<file path="src/rtl/prime_sieve_bitmap_defines.svh">
// assertion macros of the prime sieve rtl
`ifndef PRIME_SIEVE_BITMAP_DEFINES_SVH
`define PRIME_SIEVE_BITMAP_DEFINES_SVH

// concurrent check, switched off while reset is asserted
`define PSB_ASSERT(lbl, clk, rst_n, prop, msg) \
  lbl: assert property (@(posedge clk) disable iff (!rst_n) prop) else $error(msg);

// concurrent check that also holds during reset
`define PSB_ASSERT_ALWAYS(lbl, clk, prop, msg) \
  lbl: assert property (@(posedge clk) prop) else $error(msg);

`endif

</file>
<file path="src/rtl/psb_pkg.sv">
// shared types, constants and helpers of the prime sieve
package psb_pkg;

  localparam int NUM_W         = 9;
  localparam int WORD_BITS     = 32;
  localparam int BIT_W         = 5;
  localparam int WIDX_W        = NUM_W - BIT_W;
  localparam int MAX_LIMIT_DEF = 256;

  typedef enum logic [1:0] {
    OP_CLEAR,
    OP_MARK,
    OP_READ
  } cmd_op_e;

  // command travelling down the cell chain; hops counts down to the target word
  typedef struct packed {
    logic                 vld;
    cmd_op_e              op;
    logic [WIDX_W-1:0]    hops;
    logic [BIT_W-1:0]     bit_idx;
    logic [WORD_BITS-1:0] data;
  } cmd_t;

  typedef enum logic [2:0] {
    ST_IDLE,
    ST_MARK,
    ST_ADV_REQ,
    ST_ADV_WAIT,
    ST_SCAN_REQ,
    ST_SCAN_WAIT,
    ST_EMIT,
    ST_FLUSH
  } psb_state_e;

  typedef struct packed {
    logic             found;
    logic [BIT_W-1:0] idx;
  } find_t;

  // lowest set bit of a word
  function automatic find_t find_lowest(input logic [WORD_BITS-1:0] v);
    find_t r;
    r.found = |v;
    r.idx   = '0;
    for (int i = WORD_BITS - 1; i >= 0; i--) begin
      if (v[i]) begin
        r.idx = BIT_W'(i);
      end
    end
    return r;
  endfunction

endpackage

</file>
<file path="src/rtl/psb_if.sv">
// valid/ready channel interfaces of the prime sieve
interface psb_in_if;
  logic                       valid;
  logic                       ready;
  logic [psb_pkg::NUM_W-1:0]  limit;

  modport source (output valid, output limit, input ready);
  modport sink   (input valid, input limit, output ready);
endinterface

interface psb_out_if;
  logic                       valid;
  logic                       ready;
  logic [psb_pkg::NUM_W-1:0]  prime;
  logic                       last;

  modport source (output valid, output prime, output last, input ready);
  modport sink   (input valid, input prime, input last, output ready);
endinterface

</file>
<file path="src/rtl/prime_sieve_bitmap.sv">
// sieve of eratosthenes over a bitmap held in a chain of word cells
// One input beat carries a limit; the block then sends every prime from 2 up to that limit
// in ascending order, one per output beat, with last set on the largest one. Limits below
// 2 give no output beats, limits above MAX_LIMIT are treated as MAX_LIMIT. The bitmap lives
// in a row of WORDS cells of 32 bits each; commands (clear, mark, read) enter the first cell
// and pass through the register of every cell in turn before a read word comes back.
// A run marks the multiples 2p, 3p, .. of every prime p up to limit/2, reads words while
// stepping to the next prime, and then scans every word up to the limit to send the primes;
// the output side can stall the run. The input is taken only while the block is idle;
// the final beat of a run may still wait in the output register while the next limit
// is accepted.
`include "prime_sieve_bitmap_defines.svh"

module prime_sieve_bitmap #(
  parameter int MAX_LIMIT = psb_pkg::MAX_LIMIT_DEF
) (
  input  logic      clk_i,
  input  logic      rst_ni,
  psb_in_if.sink    in_i,
  psb_out_if.source out_o
);

  localparam int NUM_W     = psb_pkg::NUM_W;
  localparam int WORD_BITS = psb_pkg::WORD_BITS;
  localparam int BIT_W     = psb_pkg::BIT_W;
  localparam int WIDX_W    = psb_pkg::WIDX_W;
  // bit k of the map stands for number k+2
  localparam int WORDS     = (MAX_LIMIT + WORD_BITS - 2) / WORD_BITS;

  localparam logic [NUM_W-1:0] LIM_MAX     = NUM_W'(MAX_LIMIT);
  localparam logic [NUM_W-1:0] FIRST_PRIME = NUM_W'(2);

  // control state
  psb_pkg::psb_state_e state_q, state_d;
  logic                hold_vld_q, hold_vld_d;
  logic                out_vld_q, out_vld_d;

  // run data
  logic [NUM_W-1:0]     lim_q, lim_d;
  logic [NUM_W-1:0]     p_q, p_d;          // prime being marked
  logic [NUM_W-1:0]     m_q, m_d;          // next multiple to mark
  logic [NUM_W-1:0]     cand_q, cand_d;    // first number to test for the next prime
  logic [WIDX_W-1:0]    widx_q, widx_d;    // word under scan
  logic [WORD_BITS-1:0] mask_q, mask_d;    // primes still to send from that word
  logic [NUM_W-1:0]     hold_prime_q, hold_prime_d;
  logic [NUM_W-1:0]     out_prime_q, out_prime_d;
  logic                 out_last_q, out_last_d;

  // cell chain
  psb_pkg::cmd_t chain [0:WORDS];
  psb_pkg::cmd_t cmd_issue;
  psb_pkg::cmd_t rd;
  logic          rd_is_read;

  // helpers
  logic [NUM_W-1:0]     m_k, cand_k, lim_k;
  logic [WIDX_W-1:0]    end_widx;
  logic [WORD_BITS-1:0] adv_free;
  psb_pkg::find_t       adv_find;
  logic [NUM_W-1:0]     adv_num;
  logic [NUM_W:0]       adv_dbl;
  logic [NUM_W-1:0]     adv_next;
  logic [WORD_BITS-1:0] range_mask;
  psb_pkg::find_t       scan_find;
  logic [NUM_W-1:0]     scan_num;
  logic                 out_load;
  logic                 rd_expected;

  assign chain[0] = cmd_issue;

  for (genvar gi = 0; gi < WORDS; gi++) begin : g_cell
    psb_cell u_cell (
      .clk_i  (clk_i),
      .rst_ni (rst_ni),
      .cmd_i  (chain[gi]),
      .cmd_o  (chain[gi+1])
    );
  end

  assign rd         = chain[WORDS];
  assign rd_is_read = rd.vld && (rd.op == psb_pkg::OP_READ);

  assign m_k      = m_q - FIRST_PRIME;
  assign cand_k   = cand_q - FIRST_PRIME;
  assign lim_k    = lim_q - FIRST_PRIME;
  assign end_widx = lim_k[NUM_W-1:BIT_W];

  // next prime: lowest unmarked bit at or above the candidate in the returned word
  assign adv_free = ~rd.data & ({WORD_BITS{1'b1}} << cand_k[BIT_W-1:0]);
  assign adv_find = psb_pkg::find_lowest(adv_free);
  assign adv_num  = {cand_k[NUM_W-1:BIT_W], adv_find.idx} + FIRST_PRIME;
  assign adv_dbl  = {adv_num, 1'b0};
  assign adv_next = {cand_k[NUM_W-1:BIT_W] + WIDX_W'(1), BIT_W'(0)} + FIRST_PRIME;

  // numbers of the scanned word that do not exceed the limit
  always_comb begin
    if (widx_q < end_widx) begin
      range_mask = {WORD_BITS{1'b1}};
    end else if (widx_q == end_widx) begin
      range_mask = {WORD_BITS{1'b1}} >> (~lim_k[BIT_W-1:0]);
    end else begin
      range_mask = '0;
    end
  end

  assign scan_find = psb_pkg::find_lowest(mask_q);
  assign scan_num  = {widx_q, scan_find.idx} + FIRST_PRIME;

  // output register can take a beat this cycle
  assign out_load = !out_vld_q || out_o.ready;

  assign in_i.ready = (state_q == psb_pkg::ST_IDLE);

  always_comb begin
    state_d      = state_q;
    lim_d        = lim_q;
    p_d          = p_q;
    m_d          = m_q;
    cand_d       = cand_q;
    widx_d       = widx_q;
    mask_d       = mask_q;
    hold_vld_d   = hold_vld_q;
    hold_prime_d = hold_prime_q;
    out_vld_d    = out_vld_q && !out_o.ready;
    out_prime_d  = out_prime_q;
    out_last_d   = out_last_q;
    cmd_issue    = '0;

    unique case (state_q)
      psb_pkg::ST_IDLE: begin
        if (in_i.valid && (in_i.limit >= FIRST_PRIME)) begin
          lim_d        = (in_i.limit > LIM_MAX) ? LIM_MAX : in_i.limit;
          cmd_issue.vld = 1'b1;
          cmd_issue.op  = psb_pkg::OP_CLEAR;
          p_d          = FIRST_PRIME;
          m_d          = FIRST_PRIME + FIRST_PRIME;
          state_d      = psb_pkg::ST_MARK;
        end
      end

      psb_pkg::ST_MARK: begin
        if (m_q <= lim_q) begin
          cmd_issue.vld     = 1'b1;
          cmd_issue.op      = psb_pkg::OP_MARK;
          cmd_issue.hops    = m_k[NUM_W-1:BIT_W];
          cmd_issue.bit_idx = m_k[BIT_W-1:0];
          m_d               = m_q + p_q;
        end else begin
          cand_d  = p_q + NUM_W'(1);
          state_d = psb_pkg::ST_ADV_REQ;
        end
      end

      psb_pkg::ST_ADV_REQ: begin
        cmd_issue.vld  = 1'b1;
        cmd_issue.op   = psb_pkg::OP_READ;
        cmd_issue.hops = cand_k[NUM_W-1:BIT_W];
        state_d        = psb_pkg::ST_ADV_WAIT;
      end

      psb_pkg::ST_ADV_WAIT: begin
        if (rd_is_read) begin
          if (adv_find.found) begin
            if (adv_dbl > {1'b0, lim_q}) begin
              // no multiple left to mark for this or any later prime
              widx_d  = '0;
              state_d = psb_pkg::ST_SCAN_REQ;
            end else begin
              p_d     = adv_num;
              m_d     = adv_num + adv_num;
              state_d = psb_pkg::ST_MARK;
            end
          end else if (adv_next > lim_q) begin
            widx_d  = '0;
            state_d = psb_pkg::ST_SCAN_REQ;
          end else begin
            cand_d  = adv_next;
            state_d = psb_pkg::ST_ADV_REQ;
          end
        end
      end

      psb_pkg::ST_SCAN_REQ: begin
        cmd_issue.vld  = 1'b1;
        cmd_issue.op   = psb_pkg::OP_READ;
        cmd_issue.hops = widx_q;
        state_d        = psb_pkg::ST_SCAN_WAIT;
      end

      psb_pkg::ST_SCAN_WAIT: begin
        if (rd_is_read) begin
          mask_d  = ~rd.data & range_mask;
          state_d = psb_pkg::ST_EMIT;
        end
      end

      psb_pkg::ST_EMIT: begin
        if (scan_find.found) begin
          // one prime is held back so the largest can carry last
          if (!hold_vld_q) begin
            hold_vld_d   = 1'b1;
            hold_prime_d = scan_num;
            mask_d       = mask_q & (mask_q - WORD_BITS'(1));
          end else if (out_load) begin
            out_vld_d    = 1'b1;
            out_prime_d  = hold_prime_q;
            out_last_d   = 1'b0;
            hold_prime_d = scan_num;
            mask_d       = mask_q & (mask_q - WORD_BITS'(1));
          end
        end else if (widx_q == end_widx) begin
          state_d = psb_pkg::ST_FLUSH;
        end else begin
          widx_d  = widx_q + WIDX_W'(1);
          state_d = psb_pkg::ST_SCAN_REQ;
        end
      end

      psb_pkg::ST_FLUSH: begin
        if (out_load) begin
          out_vld_d   = 1'b1;
          out_prime_d = hold_prime_q;
          out_last_d  = 1'b1;
          hold_vld_d  = 1'b0;
          state_d     = psb_pkg::ST_IDLE;
        end
      end

      default: begin
        state_d = psb_pkg::ST_IDLE;
      end
    endcase
  end

  always_ff @(posedge clk_i or negedge rst_ni) begin
    if (!rst_ni) begin
      state_q    <= psb_pkg::ST_IDLE;
      hold_vld_q <= 1'b0;
      out_vld_q  <= 1'b0;
    end else begin
      state_q    <= state_d;
      hold_vld_q <= hold_vld_d;
      out_vld_q  <= out_vld_d;
    end
  end

  always_ff @(posedge clk_i) begin
    lim_q        <= lim_d;
    p_q          <= p_d;
    m_q          <= m_d;
    cand_q       <= cand_d;
    widx_q       <= widx_d;
    mask_q       <= mask_d;
    hold_prime_q <= hold_prime_d;
    out_prime_q  <= out_prime_d;
    out_last_q   <= out_last_d;
  end

  assign out_o.valid = out_vld_q;
  assign out_o.prime = out_prime_q;
  assign out_o.last  = out_last_q;

  // a read beat leaves the chain only while the controller waits for it
  assign rd_expected = (state_q == psb_pkg::ST_ADV_WAIT) || (state_q == psb_pkg::ST_SCAN_WAIT);

  `PSB_ASSERT(a_rd_wait, clk_i, rst_ni, rd_is_read |-> rd_expected, "stray read beat")
  `PSB_ASSERT(a_hold_range, clk_i, rst_ni,
              hold_vld_q |-> (hold_prime_q <= lim_q), "held prime above limit")
  `PSB_ASSERT(a_ascend, clk_i, rst_ni,
              (hold_vld_q && out_vld_q && !out_last_q) |-> (out_prime_q < hold_prime_q),
              "primes out of order")
  `PSB_ASSERT_ALWAYS(a_idle_empty, clk_i,
                     (state_q == psb_pkg::ST_IDLE) |-> !hold_vld_q, "prime held while idle")
  `PSB_ASSERT(a_flush_last, clk_i, rst_ni,
              ((state_q == psb_pkg::ST_FLUSH) && out_load) |=> (out_vld_q && out_last_q),
              "final beat not flagged")

endmodule

</file>
<file path="src/rtl/psb_cell.sv">
// one bitmap word of the sieve, applies and forwards chain commands
module psb_cell (
  input  logic          clk_i,
  input  logic          rst_ni,
  input  psb_pkg::cmd_t cmd_i,
  output psb_pkg::cmd_t cmd_o
);

  localparam int WIDX_W    = psb_pkg::WIDX_W;
  localparam int WORD_BITS = psb_pkg::WORD_BITS;

  logic [WORD_BITS-1:0] word_q, word_d;
  psb_pkg::cmd_t        cmd_q, cmd_d;
  logic                 hit;

  assign hit = (cmd_i.hops == '0);

  always_comb begin
    word_d     = word_q;
    cmd_d      = cmd_i;
    cmd_d.hops = cmd_i.hops - WIDX_W'(1);
    if (cmd_i.vld) begin
      unique case (cmd_i.op)
        psb_pkg::OP_CLEAR: begin
          word_d = '0;
        end
        psb_pkg::OP_MARK: begin
          if (hit) begin
            word_d[cmd_i.bit_idx] = 1'b1;
          end
        end
        psb_pkg::OP_READ: begin
          if (hit) begin
            cmd_d.data = word_q;
          end
        end
        default: begin
        end
      endcase
    end
  end

  always_ff @(posedge clk_i or negedge rst_ni) begin
    if (!rst_ni) begin
      cmd_q <= '0;
    end else begin
      cmd_q <= cmd_d;
    end
  end

  always_ff @(posedge clk_i) begin
    word_q <= word_d;
  end

  assign cmd_o = cmd_q;

endmodule
</file>
<file path="src/flat_wrapper.sv">
// flat-port wrapper written by rule: the top's interface ports become plain ports
module prime_sieve_bitmap_flat 
#(
  parameter int MAX_LIMIT = psb_pkg::MAX_LIMIT_DEF
)
  (clk_i, rst_ni, in_i_valid, in_i_limit, in_i_ready, out_o_valid, out_o_prime, out_o_last, out_o_ready);
  psb_in_if in_i_i ();
  psb_out_if out_o_i ();
  input  logic clk_i;
  input  logic rst_ni;
  input wire logic [$bits(in_i_i.valid)-1:0] in_i_valid;
  input wire logic [$bits(in_i_i.limit)-1:0] in_i_limit;
  output wire logic [$bits(in_i_i.ready)-1:0] in_i_ready;
  output wire logic [$bits(out_o_i.valid)-1:0] out_o_valid;
  output wire logic [$bits(out_o_i.prime)-1:0] out_o_prime;
  output wire logic [$bits(out_o_i.last)-1:0] out_o_last;
  input wire logic [$bits(out_o_i.ready)-1:0] out_o_ready;
  assign in_i_i.valid = in_i_valid;
  assign in_i_i.limit = in_i_limit;
  assign in_i_ready = in_i_i.ready;
  assign out_o_valid = out_o_i.valid;
  assign out_o_prime = out_o_i.prime;
  assign out_o_last = out_o_i.last;
  assign out_o_i.ready = out_o_ready;
  prime_sieve_bitmap #(.MAX_LIMIT(MAX_LIMIT)) u_core (.clk_i(clk_i), .rst_ni(rst_ni), .in_i(in_i_i), .out_o(out_o_i));
endmodule
</file>
<file path="config.mk">
export PLATFORM = sky130hd
export DESIGN_NAME = prime_sieve_bitmap_flat
export DESIGN_NICKNAME = d
export VERILOG_FILES = /design/src/rtl/psb_pkg.sv /design/src/rtl/psb_if.sv /design/src/rtl/prime_sieve_bitmap.sv /design/src/rtl/psb_cell.sv /design/src/flat_wrapper.sv
export VERILOG_INCLUDE_DIRS = /design/src /design/src/rtl
export SDC_FILE = /design/constraint.sdc
export NUM_CORES = 1
export LEC_CHECK = 0
export BUFFER_PORTS_ARGS = -buffer_cell sky130_fd_sc_hd__buf_2
export CORE_AREA = 2 2 261 263
export DETAILED_ROUTE_END_ITERATION = 10
export DIE_AREA = 0 0 263 265
export PLACE_DENSITY = 0.66
export SLEW_MARGIN = 20
export SYNTH_ARGS = -nofsm -noshare
export SYNTH_HDL_FRONTEND = slang
export SYNTH_SLANG_ARGS = --single-unit
</file>
<file path="constraint.sdc">
create_clock -name clk_i -period 9.53 [get_ports clk_i]
set_clock_uncertainty 0.2 [all_clocks]
set_input_delay 0.953 -clock clk_i [delete_from_list [all_inputs] [get_ports clk_i]]
set_output_delay 0.953 -clock clk_i [all_outputs]
set_load 0.05 [all_outputs]
</file>
# ---- Word-level counts from Yosys, hierarchy flattened
# Cells that the tools add are included.
# Widths: inputs -> output; s select.
dict set report word_totals {
  word_cells 416
  register_bits 695
  output_inout_bits 12
}
dict set report classes {
  n_lt_le_gt_ge 22
  n_addsub 19
  eq_ne 52
  n_bitwise 13
  reduce_logical 67
  n_shift 2
  mux 183
}
# cell count
set op_table {}
lappend op_table {{$mux 32} 38}
lappend op_table {{$pmux 32 s2} 9}
lappend op_table {{$mux 5} 65}
lappend op_table {{$or 32x32->32} 8}
lappend op_table {{$mux 9} 18}
lappend op_table {{$and 32x32->32} 3}
lappend op_table {{$reduce_or 32->1} 2}
lappend op_table {{$pmux 9 s2} 3}
lappend op_table {{$lt 5x6->1 const B} 8}
lappend op_table {{$demux 1 s5} 8}
lappend op_table {{$ge 5x1->1 const B} 8}
lappend op_table {{$reduce_and 3->1} 11}
lappend op_table {{$logic_not 4->1} 8}
lappend op_table {{$not 32->32} 1}
lappend op_table {{$shl 32x5->32 const A} 1}
lappend op_table {{$shr 32x5->32 const A} 1}
lappend op_table {{$sub 32x1->32 const B} 1}
lappend op_table {{$mux 3} 10}
lappend op_table {{$ne 2x2->1 const B} 15}
lappend op_table {{$sub 4x1->4 const B} 7}
lappend op_table {{$add 9x2->9 const B} 3}
lappend op_table {{$pmux 9 s3} 1}
lappend op_table {{$sub 9x2->9 const B} 3}
lappend op_table {{$reduce_bool 2->1} 13}
lappend op_table {{39 further kinds} 113}

# ---- Logic depth before layout (Yosys ltp)
# Gate-level depths: netlist of the first run.
dict set report depth {
  word_depth 41
  mapped_depth 24
  ltp_nobuf 21
}

# ---- Modules after synthesis
# Synthesis of the first run repeated with hierarchy kept, for this count alone.
dict set report unflattened {
  cells_unflattened 2487
  hier_area_um2 31066.0
}
# mod area_each_um2 seq_area_each_um2 n_inst cells_each
set modules_own_cells {}
lappend modules_own_cells {psb_cell 2936.6 2062.0 8 206}
lappend modules_own_cells {prime_sieve_bitmap 7573.5 2857.7 1 839}

# ---- Worst setup path after synthesis of the first run
# Ideal clock, no wire load.
dict set report synth_timing {
  path_kind {register to register}
  start {register u_core.cand_q[1]}
  end {register u_core.m_q[0] (enable)}
  stages_incl_launch_ff 24
  arrival_time_ns 4.881
  slack_ns 4.119
  setup_time_ns 0.330
  period_less_slack_ns 5.411
  path_buffers 2
  cell_sequence {edfxtp_1 clkbuf_1 inv_1 ha_1 clkbuf_1 nor3b_1 o21a_1 a21oi_2 nor3_4 o31ai_1 a311o_2 a21boi_0 ha_1 inv_1 nor3b_1 xnor2_1 ha_1 a21oi_1 o21ai_0 a211oi_1 nor2_1 or3_1 mux2i_1 o211a_1}
}
dict set report synth_between {
  elab_chain_len 39
}
# item line
set synth_rtl {}
lappend synth_rtl {{start: declaration} prime_sieve_bitmap.sv:42} ;# logic [NUM_W-1:0] cand_q, cand_d;
lappend synth_rtl {{start signal: assignment} prime_sieve_bitmap.sv:251} ;# cand_q <= cand_d;
lappend synth_rtl {{$sub 9x2->9 (*)} prime_sieve_bitmap.sv:84} ;# assign cand_k = cand_q - FIRST_PRIME;
lappend synth_rtl {{$shl 32x5->32} prime_sieve_bitmap.sv:89} ;# assign adv_free = ~rd.data & ({WORD_BITS{1'b1}} << cand_k[BIT_W-1:0]);
lappend synth_rtl {{$and 32x32->32} prime_sieve_bitmap.sv:89}
lappend synth_rtl {{$mux 5 (32 in a row)} psb_pkg.sv:47} ;# if (v[i]) begin
lappend synth_rtl {{$add 9x2->9 (*)} prime_sieve_bitmap.sv:91} ;# assign adv_num = {cand_k[NUM_W-1:BIT_W], adv_find.idx} + FIRST_PRIME;
lappend synth_rtl {{named net u_core.adv_num[5]} prime_sieve_bitmap.sv:60} ;# logic [NUM_W-1:0] adv_num;
lappend synth_rtl {{$gt 10x9->1 (*)} prime_sieve_bitmap.sv:164} ;# if (adv_dbl > {1'b0, lim_q}) begin
lappend synth_rtl {{$ne 2x2->1 (no line) (*)} n/a}
lappend synth_rtl {{$reduce_and 6->1 (no line) (*)} n/a}
lappend synth_rtl {{end signal: assignment} prime_sieve_bitmap.sv:250} ;# m_q <= m_d;
lappend synth_rtl {{end: declaration} prime_sieve_bitmap.sv:41} ;# logic [NUM_W-1:0] m_q, m_d;
# The timed path passes the listed nets; every way through them passes the cells marked *.
# A chain may end at the register's enable or synchronous reset.

# ---- Worst setup path after layout of the first run
dict set report layout_timing {
  start {register u_core.cand_q[1]}
  end {register u_core.widx_q[2] (enable)}
}
dict set report layout_between {
  elab_chain_len 39
}
# item line
set layout_rtl {}
lappend layout_rtl {{$sub 9x2->9 (*)} prime_sieve_bitmap.sv:84}
lappend layout_rtl {{$shl 32x5->32 (*)} prime_sieve_bitmap.sv:89}
lappend layout_rtl {{$and 32x32->32 (*)} prime_sieve_bitmap.sv:89}
lappend layout_rtl {{$mux 5 (31 in a row)} psb_pkg.sv:47}
lappend layout_rtl {{$mux 5 (*)} psb_pkg.sv:47}
lappend layout_rtl {{$add 9x2->9 (*)} prime_sieve_bitmap.sv:91}
lappend layout_rtl {{named net u_core.adv_num[3]} prime_sieve_bitmap.sv:60}
lappend layout_rtl {{$gt 10x9->1 (*)} prime_sieve_bitmap.sv:164}
lappend layout_rtl {{$ne 3x3->1 (no line) (*)} n/a}
lappend layout_rtl {{$reduce_and 6->1 (no line) (*)} n/a}
lappend layout_rtl {{end signal: assignment} prime_sieve_bitmap.sv:252} ;# widx_q <= widx_d;
lappend layout_rtl {{end: declaration} prime_sieve_bitmap.sv:43} ;# logic [WIDX_W-1:0] widx_q, widx_d;
# Marks and branches as above.

==> results of run 1 <==
==> worst paths after layout <==
path                                              startpoint                                end  slack, ns  cells past startpoint
max                                         u_core.cand_q[1]                   u_core.widx_q[2]       3.02                     19
min                                                   rst_ni  u_core.g_cell[0].u_cell.cmd_o[26]       0.19                      1
max reg2reg                                 u_core.cand_q[1]                   u_core.widx_q[2]       3.02                     19
min reg2reg                u_core.g_cell[6].u_cell.cmd_o[43]  u_core.g_cell[7].u_cell.cmd_o[43]       0.20                      0
max in group asynchronous                             rst_ni   u_core.g_cell[4].u_cell.cmd_o[0]       7.46                      2
min in group clk_i         u_core.g_cell[6].u_cell.cmd_o[43]  u_core.g_cell[7].u_cell.cmd_o[43]       0.20                      0
==> Yosys cell counts, types with 4 or more instances <==
master	number
nor2_1	388
dfrtp_1	348
edfxtp_1	347
a21oi_1	320
mux2_2	224
nand2_1	94
clkbuf_1	80
inv_1	64
ha_1	56
and2_1	53
o21ai_0	44
nor3_1	42
nor2b_1	32
xnor2_1	32
xor2_1	28
nand2b_1	27
nor3b_1	27
o31ai_1	25
nand3_1	24
nor4_1	22
buf_1	20
and3_1	15
a21o_1	13
and3b_1	13
a211oi_1	11
o21bai_1	11
o211ai_1	10
a31oi_1	9
nand4_1	9
o22ai_1	8
a22oi_1	7
nand3b_1	6
o21a_1	6
o21ai_1	6
or2_2	6
o41ai_1	5
a31o_2	4
a32o_1	4
o221ai_1	4
o311ai_0	4
o32ai_1	4
or3_1	4
==> worst max-delay path, cell delays in order (launching register included) <==
cell and delay, ns:
edfxtp_1 0.66, inv_1 0.16, ha_1 0.59, nor3b_1 0.72, o21a_1 0.20, a21oi_2 0.09, nor3_4 0.27, o31ai_1 0.15
a311o_2 0.45, a21boi_0 0.15, ha_1 0.25, xnor2_1 0.34, ha_1 0.32, nor3b_1 0.15, nand4_1 0.10, o21ai_0 0.08
nor2_1 0.31, nor4_1 0.10, mux2_4 0.31, a211oi_1 0.52
==> state kept, by name (all words and copies together) (netlist names) <==
signal                       flops
u_core.g_cell.u_cell.cmd_o     343
u_core.g_cell.u_cell.word_q    256
u_core.mask_q                   32
u_core.cand_q                    9
u_core.hold_prime_q              9
u_core.lim_q                     9
u_core.m_q                       9
u_core.out_o.prime               9
u_core.p_q                       9
u_core.widx_q                    4
u_core.state_q                   3
u_core.hold_vld_q                1
u_core.out_o.last                1
u_core.out_o.valid               1
==> cell type report <==
| type | instances | area (um2) |
|---|---|---|
| Fill cell | 5752 | 32700 |
| Inverter | 66 | 248 |
| Clock inverter | 30 | 357 |
| Multi-Input combinational cell | 1648 | 10800 |
| Timing Repair Buffer | 51 | 345 |
| Clock buffer | 107 | 2190 |
| Tap cell | 873 | 1090 |
| Sequential cell | 695 | 19100 |
==> routing by layer <==
metal | up-vias | share of wire (%) | wire length [um] | track usage, %
li1 | 9099 | - | - | -
met1 | 9921 | 43 | 31100 | 27.7
met2 | 570 | 50 | 36100 | 35.4
met3 | 139 | 4.4 | 3230 | 2.92
met4 | 0 | 3.1 | 2240 | 6.90
met5 | - | 0 | 0 | 0
==> logic make-up (layout without fill, tap and decap cells) <==
logic type | Yosys count | count (layout)
compound gates | 531 | 531
xor+xnor | 61 | 61
fa+ha+maj | 57 | 57
buf+inv | 171 | 254
flops | 695 | 695
mux | 228 | 228
simple gates | 771 | 771
==> power groups by stage <==
stage / Clock (mW) / Combinational (mW) / Sequential [mW]
2_1_floorplan: 0 / 2.54 / 5.02
3_3_place_gp: 0 / 3.36 / 5.30
3_5_place_dp: 0 / 3.43 / 5.35
4_1_cts: 2.99 / 3.46 / 5.30
5_1_grt: 3.11 / 3.85 / 5.43
6_report: 2.93 / 3.46 / 5.31
==> stage by stage <==
stage               cell area, um2  util [%]  setup slack [ns]  cells
finish                       34100      51.1              3.02   3470
floorplan                    30500         -              4.12   2514
global route                 34100      51.1              2.49   3470
global placement             31600      47.3              3.19   3333
detailed placement           31600      47.3              3.13   3333
CTS                          34100      51.1              3.06   3470
==> impl_metrics.tcl, run 1 <==
set metrics [dict create \
    ys_ff_latch 695 \
    synth_xor_xnor_area_share_pct 1.81 \
    p_clk_share_pct 25.0 \
    maxCapViolCount 0 \
    final_common_cell "nor2_1" \
    hold_class "in2async" \
    grt-ovfl-total 0 \
    power_frac_seq_pct 45.4 \
    cts.sinks 695 \
    rows 95 \
    finalPower_mw 11.7 \
    period_needed_ns 6.51 \
    grt_setup_unrepaired "false" \
    io_pins 25 \
    seq_area_frac_synth_pct 62.8 \
    cp.required_ns 9.58 \
    yosys.area.top_type "edfxtp_1" \
    synth.distinct_cells 84 \
    crit_arrival_ns 6.56 \
    total_leakage_power_nw 14.1 \
    globalplace.congestion 0.876 \
    dieWidth_um 263 \
    totalWireLength_um 72700 \
    syn_area_per_cell_um2 12.1 \
    worstMarginPinSlew_ns 0.962 \
    ys_top_cells_by_area "edfxtp_1 (34%), dfrtp_1 (29%), mux2_2 (8.3%), a21oi_1 (5.3%), nor2_1 (4.8%)" \
    synth_top_family_by_area "simple AND/OR/NAND/NOR gates" \
    root_buffer "clkbuf_16" \
    cellPowerDensity_nw_per_um2 343 \
    clock.fmax_mhz 154 \
    whs_ns 0.189 \
    clockBufferDepth 3 \
    synth.top_cell.area_share_pct 34.2 \
    fin_setup_tns_ns 0 \
    cts_buffers 74 \
    path_max_fanout 18 \
    synth_mux_area_share_pct 8.43 \
    synth_compound_gate_area_share_pct 10.5 \
    ant_nets 0 \
    initial_utilization_pct 45.6 \
    track_usage_pct 20.9 \
    clkLatencyLatePin_ns 0.64 \
    final_cell_mix "nor2_1 (386), dfrtp_1 (348), edfxtp_1 (347)" \
    ctsHoldBuffers 0 \
    drt-vias-per-instance 5.69 \
    synth_simple_gate_area_share_pct 12.0 \
    syn_to_final_growth_pct 12.1 \
    endpoint_kind "flip-flop" \
    wire_per_inst_um 20.9 \
    die_h_um 265 \
    synth_edf_count 347 \
    crit_path_start_kind "flip-flop" \
    drc 0 \
    netlist_area_um2 30500 \
    drt-initial-drc-count 1651 \
    grt_max_degree 173 \
    pwr-share-comb_pct 29.6 \
    async_flop_share_pct 50.1 \
    maxSlewHeadroom_pct 35.6 \
    synth_ff_type "dfrtp_1" \
    slew_viol_final 0 \
    cts_tree "done" \
    synth_fa_ha_area_share_pct 2.37 \
    period_share_pct 68.3 \
    antennaDiodeCount 0 \
    synth_cells 2514 \
    p_int_mw 7.49 \
    antenna_found_initial 0 \
    nets 2606 \
    h-tree-depth 3 \
    setup_violations 0 \
    power_switching_share_pct 36.0 \
    grt_pass1_vias 19900 \
    die_area_um2 69700 \
    clk_pin_slew_ns 0.06 \
    dp_hpwl_um 50200 \
    cts_setup_buffers 0 \
    power.switching_mw 4.21 \
    firstDrtPassIters 6 \
    port_buffers 24 \
    vias 19700 \
    status "finished, final reports clean" \
    cts_resized 0 \
    worstSetupPathType "reg2reg" \
    core_um2 66800 \
    ys_warn_count 0 \
    hold_violations 0 \
    grt_pass1_wl_um 114000 \
    syn_nets 2584 \
    drive_gt1_share_pct 17.2 \
    ir_drop_mv 0.183 \
]
(Power assumes the default switching activity.)
==> run 2: changes to the inputs <==
ABC_AREA = 1   (was unset)
clock period = 6.45 ns   (was 9.53 ns; I/O delays follow)
==> run 2 against run 1 <==
Against the previous run: synthesized area grew 0.33%; utilization shrank 0.13 points; critical path depth grew 17; worst setup slack lost 2.0 ns; synthesized cell count grew 24%; power grew 52%; critical path type unchanged; final cell count grew 18%; register-to-register slack lost 2.0 ns; combinational power grew 72%; sequential power grew 46%; first-iteration DRC count grew 15%; non-clock buffer count grew 1; largest power group unchanged.
==> impl_metrics.tcl, run 2 <==
set metrics [dict create \
    endpoint_kind "flip-flop" \
    register_area_um2 19100 \
    yosys.area.top_type "edfxtp_1" \
    maxCapViolCount 0 \
    port_buffers 24 \
    worstMarginPinSlew_ns 1.09 \
    dp_hpwl_um 49800 \
    path_max_fanout 9 \
    crit_top_cell "nand2_1" \
    drt-vias-per-instance 5.18 \
    n_fill_cell 6142 \
    synthTopCellsByCount "nand2_1 (621), inv_1 (485), dfrtp_1 (348), edfxtp_1 (347), a21oi_1 (321)" \
    slew_viol_final 0 \
    synth_xor_xnor_area_share_pct 1.38 \
    synth.top_cell.area_share_pct 34.1 \
    syn_area_per_cell_um2 9.80 \
    cts_setup_buffers 0 \
    crit_path_start_kind "flip-flop" \
    yosys.cell_count.top_type "nand2_1" \
    async_flop_share_pct 50.1 \
    clock.fmax_mhz 183 \
    dieWidth_um 263 \
    track_usage_pct 20.5 \
    core_um2 66800 \
    ant_nets 0 \
    drc 0 \
    ctsHoldBuffers 2 \
    synth_mux_area_share_pct 0.327 \
    min_from "in_i_limit[0]" \
    hold_violations 0 \
    maxSlewHeadroom_pct 27.3 \
    crit_arrival_ns 5.50 \
    synth_ff_type "dfrtp_1" \
    io_pins 25 \
    root_buffer "clkbuf_16" \
    synth.distinct_cells 61 \
    h-tree-depth 3 \
    grt_pass1_vias 20900 \
    die_area_um2 69700 \
    clkLatencyLatePin_ns 0.62 \
    final_common_cell "nand2_1" \
    syn_to_final_growth_pct 11.4 \
    grt_setup_unrepaired "false" \
    worstSetupPathType "reg2reg" \
    die_h_um 265 \
    synth_edf_count 347 \
    rrSetupSlack_ns 1.0 \
    setup_violations 0 \
    antennaDiodeCount 0 \
    totalWireLength_um 71000 \
    status "finished, final reports clean" \
    ys_top_cells_by_area "edfxtp_1 (34%), dfrtp_1 (28%), nand2_1 (7.6%), inv_1 (6.0%), a21oi_1 (5.3%)" \
    wire_per_inst_um 17.4 \
    antenna_found_initial 0 \
    ys_warn_count 0 \
    firstDrtPassIters 5 \
    synth_fa_ha_area_share_pct 2.36 \
    cp.required_ns 6.50 \
    synth_compound_gate_area_share_pct 11.5 \
    nets 3223 \
    whs_path_depth 3 \
    slowest_stage "a211oi_2" \
    period_needed_ns 5.45 \
    cts.sinks 695 \
    whs_ns 0.153 \
    seq_area_frac_synth_pct 62.6 \
    ys_ff_latch 695 \
    synth_cells 3121 \
    cts_resized 0 \
    cpPeakStageDelay_ns 0.58 \
    drive_gt1_share_pct 7.13 \
    ir_drop_mv 0.307 \
    r2r_start "u_core.cand_q[1]" \
    hold_class "in2reg" \
    rows 95 \
    cts_tree "done" \
    grt-ovfl-total 0 \
    netlist_area_um2 30600 \
    initial_utilization_pct 45.8 \
    globalplace.congestion 0.903 \
    total_leakage_power_nw 14.6 \
    largest_reg_flops 343 \
    r2r_end "u_core.p_q[5]" \
    grt_max_degree 182 \
    clk_pin_slew_ns 0.06 \
    final_cell_mix "nand2_1 (620), inv_1 (484), dfrtp_1 (348)" \
    cellPowerDensity_nw_per_um2 522 \
    cts_buffers 73 \
    period_share_pct 84.6 \
    fin_setup_tns_ns 0 \
    r2r_cells 36 \
    syn_nets 3191 \
    multi_input_area_um2 9280 \
    grt_pass1_wl_um 113000 \
    synth_simple_gate_area_share_pct 14.6 \
    hold_end "u_core.lim_q[0]" \
    synth_top_family_by_area "simple AND/OR/NAND/NOR gates" \
    clockBufferDepth 3 \
    drt-initial-drc-count 1895 \
    vias 21100 \
]
run 2: cell types whose count changed in the layout (fill, tap and decap cells not counted), sizes merged, moves of 90 or more:
cell	before	now
mux2	225	8
inv	68	497
o21ai	50	257
nor2	389	220
nand2	95	635
nor3	43	133
run 2: where the power goes:
part | total [mW] | internal [mW] | switching [mW]
Clock | 4.09 | 2.37 | 1.72
Combinational | 5.95 | 1.71 | 4.25
Sequential | 7.74 | 6.89 | 0.852
run 2: cell type report:
cell class,count,area share (%)
Clock inverter,21,0.540
Multi-Input combinational cell,1837,27.2
Sequential cell,695,56.2
Timing Repair Buffer,52,1.05
Inverter,494,5.44
Clock buffer,113,6.35
Tap cell,873,3.21
run 2: worst max path at each step:
stage | start | endpoint | slack [ns] | cells after the start
after floorplan | u_core.m_q[1] | u_core.g_cell[0].u_cell.word_q[0] | 0.97 | 17
after global placement | u_core.cand_q[1] | u_core.p_q[1] | 1.10 | 36
after detailed placement | u_core.cand_q[1] | u_core.p_q[1] | 1.03 | 35
after CTS | u_core.cand_q[1] | u_core.p_q[5] | 0.98 | 35
after global routing | u_core.cand_q[1] | u_core.p_q[0] | 0.53 | 35
final | u_core.cand_q[1] | u_core.p_q[5] | 1.0 | 36
run 2: worst max-delay path, delay by kind of cell (launching register included):
| family | cells | cell delay (ns) |
|---|---|---|
| buffers and inverters | 4 | 0.36 |
| adder cells (fa/ha/maj) | 3 | 0.70 |
| flip-flops | 1 | 0.42 |
| AND/OR/NAND/NOR | 19 | 1.62 |
| AO/OA/AOI/OAI | 10 | 1.78 |
run 2: per-stage QoR:
stage	instances	area [um2]	total power, mW	util, %	worst slack [ns]
floorplan	3121	30600	11.8	-	0.974
global placement	3949	31700	13.6	47.4	1.10
detailed placement	3949	31700	13.7	47.4	1.03
CTS	4085	34100	17.9	51.0	0.978
global route	4085	34100	19.0	51.0	0.533
finish	4085	34100	17.8	51.0	0.996
run 2: cell families after synthesis:
logic type,count (synthesis)
and+or+nand+nor,1074
DFF,695
AOI/OAI and AO/OA,651
buffers and inverters,589
adders and majority gates,57
xor gates and xnor gates,46
muxes,9
run 2: metal layers:
metal | up-vias | part of all wire [%] | global-route usage, % | wire length, um
li1 | 10300 | - | - | -
met2 | 499 | 49 | 34.7 | 35000
met5 | - | 0 | 0 | 0
met3 | 131 | 4.3 | 2.93 | 3050
met4 | 0 | 3.0 | 6.73 | 2140
met1 | 10200 | 43 | 27.4 | 30800
